`src/rtl/nnsa_pkg.sv`:
```
`timescale 1ns / 1ps

package nnsa_pkg;

  // Widths of the register file and of the beat fields.
  localparam int APB_DATA_W  = 32;
  localparam int PADDR_W     = 5;
  localparam int SRC_REG_W   = 9;
  localparam int PANEL_REG_W = 8;
  localparam int REGION_W    = 9;
  localparam int COORD_W     = 7;
  localparam int ADDR_W      = 18;
  localparam int S_TDATA_W   = 16;
  localparam int M_TDATA_W   = 32;

  // Each source pixel occupies three bytes (red, green, blue).
  localparam int unsigned BYTES_PER_PIXEL = 3;

  // Register indexes, one 32-bit word apart on the configuration port.
  typedef enum logic [2:0] {
    REG_SRC_WIDTH    = 3'd0,
    REG_SRC_HEIGHT   = 3'd1,
    REG_PANEL_WIDTH  = 3'd2,
    REG_PANEL_HEIGHT = 3'd3,
    REG_REGION_START = 3'd4,
    REG_REGION_END   = 3'd5
  } reg_idx_t;

  // Values after reset.
  localparam logic [SRC_REG_W-1:0]   SRC_WIDTH_RST    = 9'd64;
  localparam logic [SRC_REG_W-1:0]   SRC_HEIGHT_RST   = 9'd64;
  localparam logic [PANEL_REG_W-1:0] PANEL_WIDTH_RST  = 8'd64;
  localparam logic [PANEL_REG_W-1:0] PANEL_HEIGHT_RST = 8'd64;
  localparam logic [REGION_W-1:0]    REGION_START_RST = 9'd0;
  localparam logic [REGION_W-1:0]    REGION_END_RST   = 9'd64;

endpackage

```
`src/rtl/nearest_neighbor_scale_addr_core.sv`:
```
`timescale 1ns / 1ps

// Channel   | Direction | Handshake               | Beat contents (lowest bit first)
// ----------+-----------+-------------------------+-----------------------------------------
// s_        | in        | s_tvalid / s_tready     | dest_dx[6:0], dest_dy[13:7], zero pad
// m_        | out       | m_tvalid / m_tready     | src_byte_addr[17:0], panel_x[24:18],
//           |           |                         | panel_y[31:25]
// APB       | in / out  | psel, penable, pready   | six registers at byte addresses 0..20
//
// One beat is taken in every cycle while the pipeline is not stalled and, when it lies inside the
// region, passes through the capture stage, the divider stages and the index sum stage to the output register.
// The depth of the pipeline is set by the two restoring dividers, which produce one quotient bit a stage.
// A synchronous reset of one cycle restores the registers and empties the pipeline.
// Each stage holds its beat while the stage after it is full and blocked, so a stall
// neither drops nor repeats a beat, and bubbles close up behind a stalled output.

module nearest_neighbor_scale_addr_core #(
  parameter int MAX_SRC_DIM   = 256,
  parameter int MAX_PANEL_DIM = 128
) (
  input  logic                                clk,
  input  logic                                rst,
  // Configuration port.
  input  logic                                psel,
  input  logic                                penable,
  input  logic                                pwrite,
  input  logic [nnsa_pkg::PADDR_W-1:0]        paddr,
  input  logic [nnsa_pkg::APB_DATA_W-1:0]     pwdata,
  output logic [nnsa_pkg::APB_DATA_W-1:0]     prdata,
  output logic                                pready,
  // Destination pixel beats.
  input  logic                                s_tvalid,
  output logic                                s_tready,
  input  logic [nnsa_pkg::S_TDATA_W-1:0]      s_tdata,   // dest_dx, dest_dy
  // Source address beats.
  output logic                                m_tvalid,
  input  logic                                m_tready,
  output logic [nnsa_pkg::M_TDATA_W-1:0]      m_tdata    // src_byte_addr, panel_x, panel_y
);

  import nnsa_pkg::*;

  // Source dimensions after saturation need SDW bits, panel dimensions PDW bits.
  localparam int SDW_RAW = $clog2(MAX_SRC_DIM + 1);
  localparam int SDW     = (SDW_RAW < SRC_REG_W) ? SDW_RAW : SRC_REG_W;
  localparam int PDW_RAW = $clog2(MAX_PANEL_DIM + 1);
  localparam int PDW     = (PDW_RAW < PANEL_REG_W) ? PDW_RAW : PANEL_REG_W;
  // The quotient is always below the source dimension, so SDW bits hold it.
  localparam int QW      = SDW;
  localparam int NW      = COORD_W + SDW;
  localparam int SUMW    = 2 * SDW;
  localparam int PRODW   = SUMW + 2;
  localparam int CMPW    = (PDW > COORD_W) ? PDW : COORD_W;
  // Capture stage, QW + 1 divider stages, index sum stage, output register.
  localparam int NST     = QW + 4;
  localparam int SA      = QW + 2;
  localparam int OS      = QW + 3;

  function automatic logic [SDW-1:0] sat_src(input logic [SRC_REG_W-1:0] v);
    if (v == '0) begin
      return SDW'(1);
    end else if (32'(v) > 32'(MAX_SRC_DIM)) begin
      return SDW'(MAX_SRC_DIM);
    end else begin
      return SDW'(v);
    end
  endfunction

  function automatic logic [PDW-1:0] sat_panel(input logic [PANEL_REG_W-1:0] v);
    if (32'(v) > 32'(MAX_PANEL_DIM)) begin
      return PDW'(MAX_PANEL_DIM);
    end else begin
      return PDW'(v);
    end
  endfunction

  // ---------------------------------------------------------------------------
  // Register file. Besides the raw registers, the clipped and saturated values
  // that the pipeline needs are kept in registers of their own, worked out from
  // the next register values so that they are ready in the cycle after a write.
  // ---------------------------------------------------------------------------
  logic [SRC_REG_W-1:0]   src_width, src_width_next;
  logic [SRC_REG_W-1:0]   src_height, src_height_next;
  logic [PANEL_REG_W-1:0] panel_width, panel_width_next;
  logic [PANEL_REG_W-1:0] panel_height, panel_height_next;
  logic [REGION_W-1:0]    region_start, region_start_next;
  logic [REGION_W-1:0]    region_end, region_end_next;

  logic [SDW-1:0]         cfg_sw, cfg_sw_next;
  logic [SDW-1:0]         cfg_sh, cfg_sh_next;
  logic [PDW-1:0]         cfg_ph, cfg_ph_next;
  logic [7:0]             cfg_start, cfg_start_next;
  logic [PDW-1:0]         cfg_dw, cfg_dw_next;
  logic                   cfg_empty, cfg_empty_next;

  logic [PDW-1:0]         pw_c;
  logic [PDW-1:0]         end_c;
  logic [REGION_W-1:0]    width_c;

  logic                   cfg_wr;
  logic [2:0]             cfg_idx;

  assign cfg_wr  = psel & penable & pwrite;
  assign cfg_idx = paddr[PADDR_W-1:2];
  assign pready  = 1'b1;

  always_comb begin
    src_width_next    = src_width;
    src_height_next   = src_height;
    panel_width_next  = panel_width;
    panel_height_next = panel_height;
    region_start_next = region_start;
    region_end_next   = region_end;
    if (rst) begin
      src_width_next    = SRC_WIDTH_RST;
      src_height_next   = SRC_HEIGHT_RST;
      panel_width_next  = PANEL_WIDTH_RST;
      panel_height_next = PANEL_HEIGHT_RST;
      region_start_next = REGION_START_RST;
      region_end_next   = REGION_END_RST;
    end else if (cfg_wr) begin
      unique case (cfg_idx)
        REG_SRC_WIDTH:    src_width_next    = pwdata[SRC_REG_W-1:0];
        REG_SRC_HEIGHT:   src_height_next   = pwdata[SRC_REG_W-1:0];
        REG_PANEL_WIDTH:  panel_width_next  = pwdata[PANEL_REG_W-1:0];
        REG_PANEL_HEIGHT: panel_height_next = pwdata[PANEL_REG_W-1:0];
        REG_REGION_START: region_start_next = pwdata[REGION_W-1:0];
        REG_REGION_END:   region_end_next   = pwdata[REGION_W-1:0];
        default: ;
      endcase
    end
  end

  // A negative start (sign bit set) clips to column zero; the end clips to the panel.
  always_comb begin
    cfg_sw_next    = sat_src(src_width_next);
    cfg_sh_next    = sat_src(src_height_next);
    cfg_ph_next    = sat_panel(panel_height_next);
    pw_c           = sat_panel(panel_width_next);
    cfg_start_next = region_start_next[REGION_W-1] ? 8'd0 : region_start_next[7:0];
    if (region_end_next > REGION_W'(pw_c)) begin
      end_c = pw_c;
    end else begin
      end_c = PDW'(region_end_next);
    end
    cfg_empty_next = {1'b0, cfg_start_next} >= REGION_W'(end_c);
    width_c        = REGION_W'(end_c) - {1'b0, cfg_start_next};
    cfg_dw_next    = PDW'(width_c);
  end

  always_ff @(posedge clk) begin
    src_width    <= src_width_next;
    src_height   <= src_height_next;
    panel_width  <= panel_width_next;
    panel_height <= panel_height_next;
    region_start <= region_start_next;
    region_end   <= region_end_next;
    cfg_sw       <= cfg_sw_next;
    cfg_sh       <= cfg_sh_next;
    cfg_ph       <= cfg_ph_next;
    cfg_start    <= cfg_start_next;
    cfg_dw       <= cfg_dw_next;
    cfg_empty    <= cfg_empty_next;
  end

  always_comb begin
    case (cfg_idx)
      REG_SRC_WIDTH:    prdata = APB_DATA_W'(src_width);
      REG_SRC_HEIGHT:   prdata = APB_DATA_W'(src_height);
      REG_PANEL_WIDTH:  prdata = APB_DATA_W'(panel_width);
      REG_PANEL_HEIGHT: prdata = APB_DATA_W'(panel_height);
      REG_REGION_START: prdata = APB_DATA_W'(region_start);
      REG_REGION_END:   prdata = APB_DATA_W'(region_end);
      default:          prdata = '0;
    endcase
  end

  // ---------------------------------------------------------------------------
  // Stage flow. A stage may load when it is empty or when its own beat moves on;
  // the output register moves on when the sink takes it.
  // ---------------------------------------------------------------------------
  logic [NST-1:0] vld;
  logic [NST-1:0] en;

  always_comb begin
    en[NST-1] = !vld[NST-1] || m_tready;
    for (int i = NST - 2; i >= 0; i--) begin
      en[i] = !vld[i] || en[i+1];
    end
  end

  assign s_tready = en[0];

  // ---------------------------------------------------------------------------
  // Capture stage: the region test is made here and a beat that falls outside
  // the region is taken but never enters the pipeline.
  // ---------------------------------------------------------------------------
  logic [COORD_W-1:0] in_dx;
  logic [COORD_W-1:0] in_dy;
  logic               in_inside;
  logic [COORD_W-1:0] s0_dx;
  logic [COORD_W-1:0] s0_dy;
  logic [COORD_W-1:0] s0_px;

  assign in_dx     = s_tdata[COORD_W-1:0];
  assign in_dy     = s_tdata[2*COORD_W-1:COORD_W];
  assign in_inside = !cfg_empty
                     && (CMPW'(in_dx) < CMPW'(cfg_dw))
                     && (CMPW'(in_dy) < CMPW'(cfg_ph));

  always_ff @(posedge clk) begin
    if (en[0]) begin
      s0_dx <= in_dx;
      s0_dy <= in_dy;
      s0_px <= COORD_W'(cfg_start + {1'b0, in_dx});
    end
  end

  // ---------------------------------------------------------------------------
  // Two restoring dividers side by side: column (dx*sw / dw) and row
  // (dy*sh / ph). The first divider stage holds the products; because the
  // quotient is below 2**QW, the product shifted down by QW bits is already a
  // valid partial remainder, and each later stage brings in one more product
  // bit and decides one quotient bit. Since dx < dw and dy < ph, each quotient
  // stays below its source dimension and needs no clamp to the last column or row.
  // ---------------------------------------------------------------------------
  logic [PDW-1:0]     xr  [0:QW];
  logic [QW-1:0]      xn  [0:QW];
  logic [QW-1:0]      xq  [0:QW];
  logic [PDW-1:0]     yr  [0:QW];
  logic [QW-1:0]      yn  [0:QW];
  logic [QW-1:0]      yq  [0:QW];
  logic [COORD_W-1:0] dpx [0:QW];
  logic [COORD_W-1:0] dpy [0:QW];

  logic [NW-1:0]      prod_x;
  logic [NW-1:0]      prod_y;

  assign prod_x = NW'(s0_dx) * NW'(cfg_sw);
  assign prod_y = NW'(s0_dy) * NW'(cfg_sh);

  always_ff @(posedge clk) begin
    if (en[1]) begin
      xr[0]  <= PDW'(prod_x >> QW);
      xn[0]  <= prod_x[QW-1:0];
      xq[0]  <= '0;
      yr[0]  <= PDW'(prod_y >> QW);
      yn[0]  <= prod_y[QW-1:0];
      yq[0]  <= '0;
      dpx[0] <= s0_px;
      dpy[0] <= s0_dy;
    end
  end

  for (genvar j = 1; j <= QW; j++) begin : g_div
    logic [PDW:0] tx;
    logic [PDW:0] ty;
    logic         gx;
    logic         gy;

    assign tx = {xr[j-1], xn[j-1][QW-1]};
    assign ty = {yr[j-1], yn[j-1][QW-1]};
    assign gx = tx >= {1'b0, cfg_dw};
    assign gy = ty >= {1'b0, cfg_ph};

    always_ff @(posedge clk) begin
      if (en[j+1]) begin
        xr[j]  <= gx ? PDW'(tx - {1'b0, cfg_dw}) : PDW'(tx);
        xn[j]  <= xn[j-1] << 1;
        xq[j]  <= {xq[j-1][QW-2:0], gx};
        yr[j]  <= gy ? PDW'(ty - {1'b0, cfg_ph}) : PDW'(ty);
        yn[j]  <= yn[j-1] << 1;
        yq[j]  <= {yq[j-1][QW-2:0], gy};
        dpx[j] <= dpx[j-1];
        dpy[j] <= dpy[j-1];
      end
    end
  end

  // ---------------------------------------------------------------------------
  // Pixel index sy*sw + sx, then the byte address in the output register.
  // ---------------------------------------------------------------------------
  logic [SUMW-1:0]    sa_sum;
  logic [COORD_W-1:0] sa_px;
  logic [COORD_W-1:0] sa_py;
  logic [ADDR_W-1:0]  o_addr;
  logic [COORD_W-1:0] o_px;
  logic [COORD_W-1:0] o_py;

  always_ff @(posedge clk) begin
    if (en[SA]) begin
      sa_sum <= SUMW'(yq[QW]) * SUMW'(cfg_sw) + SUMW'(xq[QW]);
      sa_px  <= dpx[QW];
      sa_py  <= dpy[QW];
    end
    if (en[OS]) begin
      o_addr <= ADDR_W'(PRODW'(sa_sum) * PRODW'(BYTES_PER_PIXEL));
      o_px   <= sa_px;
      o_py   <= sa_py;
    end
  end

  // Valid bits travel with the data.
  always_ff @(posedge clk) begin
    if (rst) begin
      vld <= '0;
    end else begin
      if (en[0]) begin
        vld[0] <= s_tvalid && in_inside;
      end
      for (int i = 1; i < NST; i++) begin
        if (en[i]) begin
          vld[i] <= vld[i-1];
        end
      end
    end
  end

  assign m_tvalid = vld[OS];
  assign m_tdata  = {o_py, o_px, o_addr};

endmodule
```
`config.mk`:
```
export PLATFORM = sky130hd
export DESIGN_NAME = nearest_neighbor_scale_addr_core
export DESIGN_NICKNAME = d
export VERILOG_FILES = /design/src/rtl/nnsa_pkg.sv /design/src/rtl/nearest_neighbor_scale_addr_core.sv
export SDC_FILE = /design/constraint.sdc
export NUM_CORES = 1
export LEC_CHECK = 0
export BUFFER_PORTS_ARGS = -buffer_cell sky130_fd_sc_hd__buf_2
export CORE_MARGIN = 5
export CORE_UTILIZATION = 40
export CTS_CLUSTER_DIAMETER = 150
export DETAILED_ROUTE_END_ITERATION = 8
export PLACE_DENSITY = 0.64
export SYNTH_ARGS = -nofsm -noshare
export SYNTH_HDL_FRONTEND = slang
export SYNTH_SLANG_ARGS = --single-unit
```
`constraint.sdc`:
```
create_clock -name clk -period 7.3 [get_ports clk]
set_input_delay 1.46 -clock clk [delete_from_list [all_inputs] [get_ports clk]]
set_output_delay 1.46 -clock clk [all_outputs]
set_load 0.02 [all_outputs]
```
# Word-level counts from Yosys, hierarchy flattened
# Memory sizes are Yosys's and may differ from the RTL's. A register that Yosys moved wholly into a read port is not among the register bits.
# Cells that the tools add are included.
[op_classes] mul=4 n_shift=0 div_mod_pow=0 n_lt_le_gt_ge=26 n_bitwise=2 n_addsub=21 n_mux=62 n_eq_ne=5 n_reduce_logical=35
[op_table] operator="$mux 8" n=27
[op_table] operator="$ge 9x8->1" n=18
[op_table] operator="$sub 8x8->8" n=19
[op_table] operator="$mux 9" n=14
[op_table] operator="$pmux 9 s6" n=1
[op_table] operator="$mul 7x9->16" n=2
[op_table] operator="$mux 1" n=20
[op_table] operator="$add 18x9->18" n=1
[op_table] operator="$gt 9x9->1 const B" n=2
[op_table] operator="$logic_not 9->1" n=2
[op_table] operator="$mul 18x2->18 const B" n=1
[op_table] operator="$mul 9x9->18" n=1
[op_table] operator="$gt 8x8->1 const B" n=2
[op_table] operator="$lt 7x8->1" n=2
[op_table] operator="$logic_not 1->1" n=14
[op_table] operator="$logic_or 1x1->1" n=13
[op_table] operator="$gt 9x8->1" n=1
[op_table] operator="$ge 8x8->1" n=1
[op_table] operator="$add 7x7->7" n=1
[op_table] operator="$eq 3x2->1 const B" n=2
[op_table] operator="$eq 3x3->1 const B" n=2
[op_table] operator="$reduce_or 2->1" n=2
[op_table] operator="$eq 3x1->1 const B" n=1
[op_table] operator="$logic_and 1x1->1" n=3
[op_table] operator="2 further kinds" n=3
[word_totals] inputBits=60 out_inout_bits=67 latchBits=0 ram_bits=660 rom_bits=0 mem_count=8 reg_bits=178
[mem_list] name="xn" words=10 width=9 read_ports=9 rd_ports_with_merged_regs=0 wr=10 line="nearest_neighbor_scale_addr_core.sv:228" source="logic [QW-1:0] xn [0:QW];"
[mem_list] name="xq" words=10 width=9 read_ports=10 rd_ports_with_merged_regs=0 wr=10 line="nearest_neighbor_scale_addr_core.sv:229" source="logic [QW-1:0] xq [0:QW];"
[mem_list] name="yn" words=10 width=9 read_ports=9 rd_ports_with_merged_regs=0 wr=10 line="nearest_neighbor_scale_addr_core.sv:231" source="logic [QW-1:0] yn [0:QW];"
[mem_list] name="yq" words=10 width=9 read_ports=10 rd_ports_with_merged_regs=0 wr=10 line="nearest_neighbor_scale_addr_core.sv:232" source="logic [QW-1:0] yq [0:QW];"
[mem_list] name="xr" words=10 width=8 read_ports=9 rd_ports_with_merged_regs=0 wr=10 line="nearest_neighbor_scale_addr_core.sv:227" source="logic [PDW-1:0] xr [0:QW];"
[mem_list] name="yr" words=10 width=8 read_ports=9 rd_ports_with_merged_regs=0 wr=10 line="nearest_neighbor_scale_addr_core.sv:230" source="logic [PDW-1:0] yr [0:QW];"
[mem_list] name="+2 memories"

# Logic depth before layout (Yosys ltp)
[depth] word_depth=15 ltp_mapped=25 ltp_nobuf=24

# Least setup slack after synthesis
# OpenSTA, ideal clock, no wires.
[synth_timing] path_type="input to register" start="input port pwdata[6] (netlist name)" end="register cfg_empty" path_buffers=1 setup_slack_ns=1.778 arrival_ns=5.435 setup_time_ns=0.087 stages=24 cell_sequence="clkbuf_2 -> or4_4 -> o41ai_1 -> mux2_2 -> nor2_1 -> nor3_1 -> inv_1 -> ha_1 -> a22o_1 -> nor4_1 -> o221ai_1 -> o21ai_0 -> o22ai_2 -> mux2i_1 -> ha_1 -> inv_1 -> fa_1 -> nand2_1 -> nand2_1 -> a21oi_1 -> o21bai_1 -> a21oi_1 -> nor2b_1 -> o31ai_1"
[synth_between] elab_chain_len=8 word_cells_on_any_way=15
[synth_rtl] item="start, declared" line="nearest_neighbor_scale_addr_core.sv:28" source="input logic [nnsa_pkg::APB_DATA_W-1:0] pwdata,"
[synth_rtl] item="$mux 8" line="nearest_neighbor_scale_addr_core.sv:122" source="unique case (cfg_idx)"
[synth_rtl] item="$mux 8" line="nearest_neighbor_scale_addr_core.sv:121" source="end else if (cfg_wr) begin"
[synth_rtl] item="$mux 8" line="nearest_neighbor_scale_addr_core.sv:114" source="if (rst) begin"
[synth_rtl] item="$gt 8x8->1" line="nearest_neighbor_scale_addr_core.sv:70" source="if (32'(v) > 32'(MAX_PANEL_DIM)) begin"
[synth_rtl] item="$mux 8" line="nearest_neighbor_scale_addr_core.sv:70"
[synth_rtl] item="$gt 9x8->1" line="nearest_neighbor_scale_addr_core.sv:141" source="if (region_end_next > REGION_W'(pw_c)) begin"
[synth_rtl] item="$mux 8" line="nearest_neighbor_scale_addr_core.sv:141"
[synth_rtl] item="$ge 8x8->1 *" line="nearest_neighbor_scale_addr_core.sv:146" source="cfg_empty_next = {1'b0, cfg_start_next} >= REGION_W'(end_c);"
[synth_rtl] item="via cfg_empty_next" line="nearest_neighbor_scale_addr_core.sv:94" source="logic cfg_empty, cfg_empty_next;"
[synth_rtl] item="end signal, assigned" line="nearest_neighbor_scale_addr_core.sv:163" source="cfg_empty <= cfg_empty_next;"
[synth_rtl] item="end, declared" line="nearest_neighbor_scale_addr_core.sv:94"
# Mark *: on every way through the listed nets, which the timed path passes. The rest lies on a longest branch.
# A chain may end at the register's enable or synchronous reset.

# Worst setup path after layout
[layout_timing] start="input port paddr[4] (netlist name)" end="register cfg_empty"
[layout_between] elab_chain_len=9 word_cells_on_any_way=18
[layout_rtl] item="start, declared" line="nearest_neighbor_scale_addr_core.sv:27" source="input logic [nnsa_pkg::PADDR_W-1:0] paddr,"
[layout_rtl] item="$eq 3x2->1" line="nearest_neighbor_scale_addr_core.sv:122"
[layout_rtl] item="$mux 8" line="nearest_neighbor_scale_addr_core.sv:122"
[layout_rtl] item="$mux 8" line="nearest_neighbor_scale_addr_core.sv:121"
[layout_rtl] item="$mux 8" line="nearest_neighbor_scale_addr_core.sv:114"
[layout_rtl] item="$gt 8x8->1" line="nearest_neighbor_scale_addr_core.sv:70"
[layout_rtl] item="$mux 8" line="nearest_neighbor_scale_addr_core.sv:70"
[layout_rtl] item="$gt 9x8->1" line="nearest_neighbor_scale_addr_core.sv:141"
[layout_rtl] item="$mux 8" line="nearest_neighbor_scale_addr_core.sv:141"
[layout_rtl] item="$ge 8x8->1 *" line="nearest_neighbor_scale_addr_core.sv:146"
[layout_rtl] item="via cfg_empty_next" line="nearest_neighbor_scale_addr_core.sv:94"
# Marked as above.

==> out/qor.yml <==
yosys-top-cells-count: "edfxtp_1, ha_1, inv_1"
clkTransAtPathRegs_ps: 60
root_buffer: "clkbuf_16"
wl_per_cell_um: 16.1
cap_violations: 0
route.detailed.drc: 0
cts.sinks: 654
total_leakage_power_nw: 16.9
vias: 21600
hold_viol: 0
rsz0062_at_grt: "no"
synth.avg_cell_area_um2: 12.2
slew_headroom_pct: 25.0
synthFlopType: "edfxtp_1"
grt.total_usage_pct: 14.4
yosys.area_share.simple_pct: 10.2
synth_warnings: 0
areaGrowthSynthToFinish_pct: 10.9
gp_congestion: 0.846
synth_top_cell_area_share_pct: 45.5
gr-total-overflow: 0
synth_edf_count: 547
yosysTopAreaCell: "edfxtp_1"
start_util_pct: 40.2
cts_setup_buffers: 0
diodes: 0
clock_latency_ps: 600
routed_wl_um: 69100
worst_pin_slew_ps: 1120
seq_power_share_pct: 43.3
synthTopCellsByArea: "edfxtp_1, ha_1, fa_1"
first_iter_violations: 1107
synth_top_family_by_area: "adder cells"
cp-end-kind: "register"
synth_cell_type_count: 70
grt_pass1_vias: 21500
fmax_mhz: 165
fin_tns_setup_ps: 0
worstPathArrival_ps: 6560
cts-resized-gates: 0
drive_gt1_share_pct: 9.28
outcome: "completed"
die_w_um: 310
cts_hold_buf: 0
core_um2: 89700
synthMuxAreaShare_pct: 4.04
detailed_place_hpwl_um: 50400
synth_most_common_cell: "edfxtp_1"
critPathKind: "in -> reg"
cp_max_fo: 21
dr.pass1.iters: 5
swShare_pct: 29.7
grt_pass1_wl_um: 112000
p_switching_w: 0.00353
clockPowerShare_pct: 30.0
fin_util_pct: 44.6
viasPerCell: 5.01
fin_skew_ps: 17.5
netlist_area_um2: 36100
setup_viol: 0
cp-start-kind: "primary input"
period_share_pct: 82.9
fin_crit_ps: 6050
io-pin-count: 127
worstPathRequired_ps: 7810
hold_class: "reg -> reg"
synth_compound_area_share_pct: 8.26
drv_slew: 0
pwr-share-comb_pct: 26.8
synthCells: 2965
die-area_um2: 96300
die_h_um: 310
clockBufferDepth: 3
htreeDepth: 3
cts_tree: "built"
io_buffer_count: 75
ant_nets: 0
fin_nets: 3587
synth_xor_area_share_pct: 2.96
grt_max_degree: 49
ys_seq_area_share_pct: 51.5
synth-adder-area-share_pct: 18.9
cts_buffers: 71
num_rows: 110
antenna_found_initial: 2
ys_ff_latch: 654
p_per_area_nw_per_um2: 297
intPower_w: 0.00835
peakVddDrop_uv: 170
ys_async_sr_fraction_pct: 0
==> cell families after synthesis <==
logic type	after synthesis
other	2
adders and majority gates	461
DFF	654
AOI/OAI and AO/OA	477
muxes	134
xor gates and xnor gates	122
and+or+nand+nor	756
buffers and inverters	359
==> power by group through the flow <==
| stage | sequential, W | combinational [W] | clock [W] |
|---|---|---|---|
| after global placement | 0.00521 | 0.00312 | 0 |
| after floorplan | 0.00515 | 0.00254 | 0 |
| after detailed placement | 0.00522 | 0.00317 | 0 |
| after CTS | 0.00515 | 0.00319 | 0.00367 |
| after global routing | 0.00520 | 0.00363 | 0.00382 |
| final | 0.00514 | 0.00318 | 0.00356 |
==> area by class of cell <==
cell class	count	area (µm²)
Clock buffer	87	1870
Sequential cell	654	18600
Timing Repair Buffer	92	503
Tap cell	1176	1470
Inverter	273	1020
Clock inverter	44	463
Fill cell	8229	49700
Multi-Input combinational cell	1974	16100
==> path summary, 6_finish.rpt <==
path                   from  cells past startpoint         end  slack, ps
hold reg to reg    xq[3][2]                      0    xq[4][3]        410
hold / removal     xq[3][2]                      0    xq[4][3]        410
setup reg to reg  cfg_sw[2]                     14  sa_sum[14]       1470
setup / recovery   paddr[4]                     24   cfg_empty       1250
==> worst max-delay path, stage by stage <==
cell      delay [ps]
buf_2            250
nor2_4           270
and3_1           730
mux2_2           410
nor2_1           180
nor3_1           100
inv_1             80
ha_1             250
a22o_1           190
nor4_1           190
o221ai_1         150
o21ai_0          120
o22ai_2          210
mux2i_1          280
ha_1             190
inv_1             70
fa_1             400
nand2_1           80
nand2_1           50
a21oi_1          220
o21bai_1          90
a21oi_1          260
nor2b_1           90
o31ai_1          220
==> flip-flops by register name, indices dropped and copies added, names as in the netlist, 8 cells and up <==
| register | flops |
|---|---|
| cfg_dw | 8 |
| region_start | 9 |
| o_addr | 18 |
| src_height | 9 |
| cfg_sw | 9 |
| sa_sum | 18 |
| vld | 13 |
| xr | 71 |
| xn | 45 |
| xq | 45 |
| cfg_sh | 9 |
| region_end | 9 |
| dpx | 70 |
| panel_height | 8 |
| dpy | 70 |
| src_width | 9 |
| cfg_ph | 8 |
| panel_width | 8 |
| yq | 45 |
| yn | 45 |
| yr | 71 |
==> layer usage <==
layer,GRT usage (%),up-vias,routed length [µm]
met1,19.7,10300,32200
met5,0,-,13
met4,4.33,2,1940
li1,-,10700,-
met3,2.59,125,3010
met2,23.7,412,32000
==> stage by stage <==
| step | setup slack, ps | cells | hold slack, ps | total power [W] | area, µm² |
|---|---|---|---|---|---|
| 2_1_floorplan | 1780 | 2987 | 400 | 0.00769 | 36200 |
| 3_3_place_gp | 783 | 4169 | 400 | 0.00832 | 37700 |
| 3_5_place_dp | 682 | 4169 | 405 | 0.00839 | 37700 |
| 4_1_cts | 1310 | 4300 | 412 | 0.0120 | 40000 |
| 5_1_grt | 761 | 4300 | 418 | 0.0127 | 40000 |
| 6_report | 1250 | 4300 | 408 | 0.0119 | 40000 |
==> cell usage in the layout, fill, tap and decap left out, types with 42 or more instances in the layout <==
| master | netlist | routed |
|---|---|---|
| a21oi_1 | 118 | 118 |
| and2_1 | 106 | 106 |
| buf_2 | 9 | 75 |
| clkbuf_16 | 0 | 71 |
| dfxtp_1 | 107 | 107 |
| edfxtp_1 | 547 | 547 |
| fa_1 | 142 | 142 |
| ha_1 | 319 | 319 |
| inv_1 | 273 | 269 |
| mux2_2 | 52 | 52 |
| mux2i_1 | 78 | 78 |
| nand2_1 | 219 | 215 |
| nand2b_1 | 46 | 46 |
| nor2_1 | 191 | 191 |
| nor2b_1 | 44 | 44 |
| o21ai_0 | 150 | 150 |
| xnor2_1 | 80 | 80 |
| xor2_1 | 42 | 42 |
(Power assumes the default switching activity.)
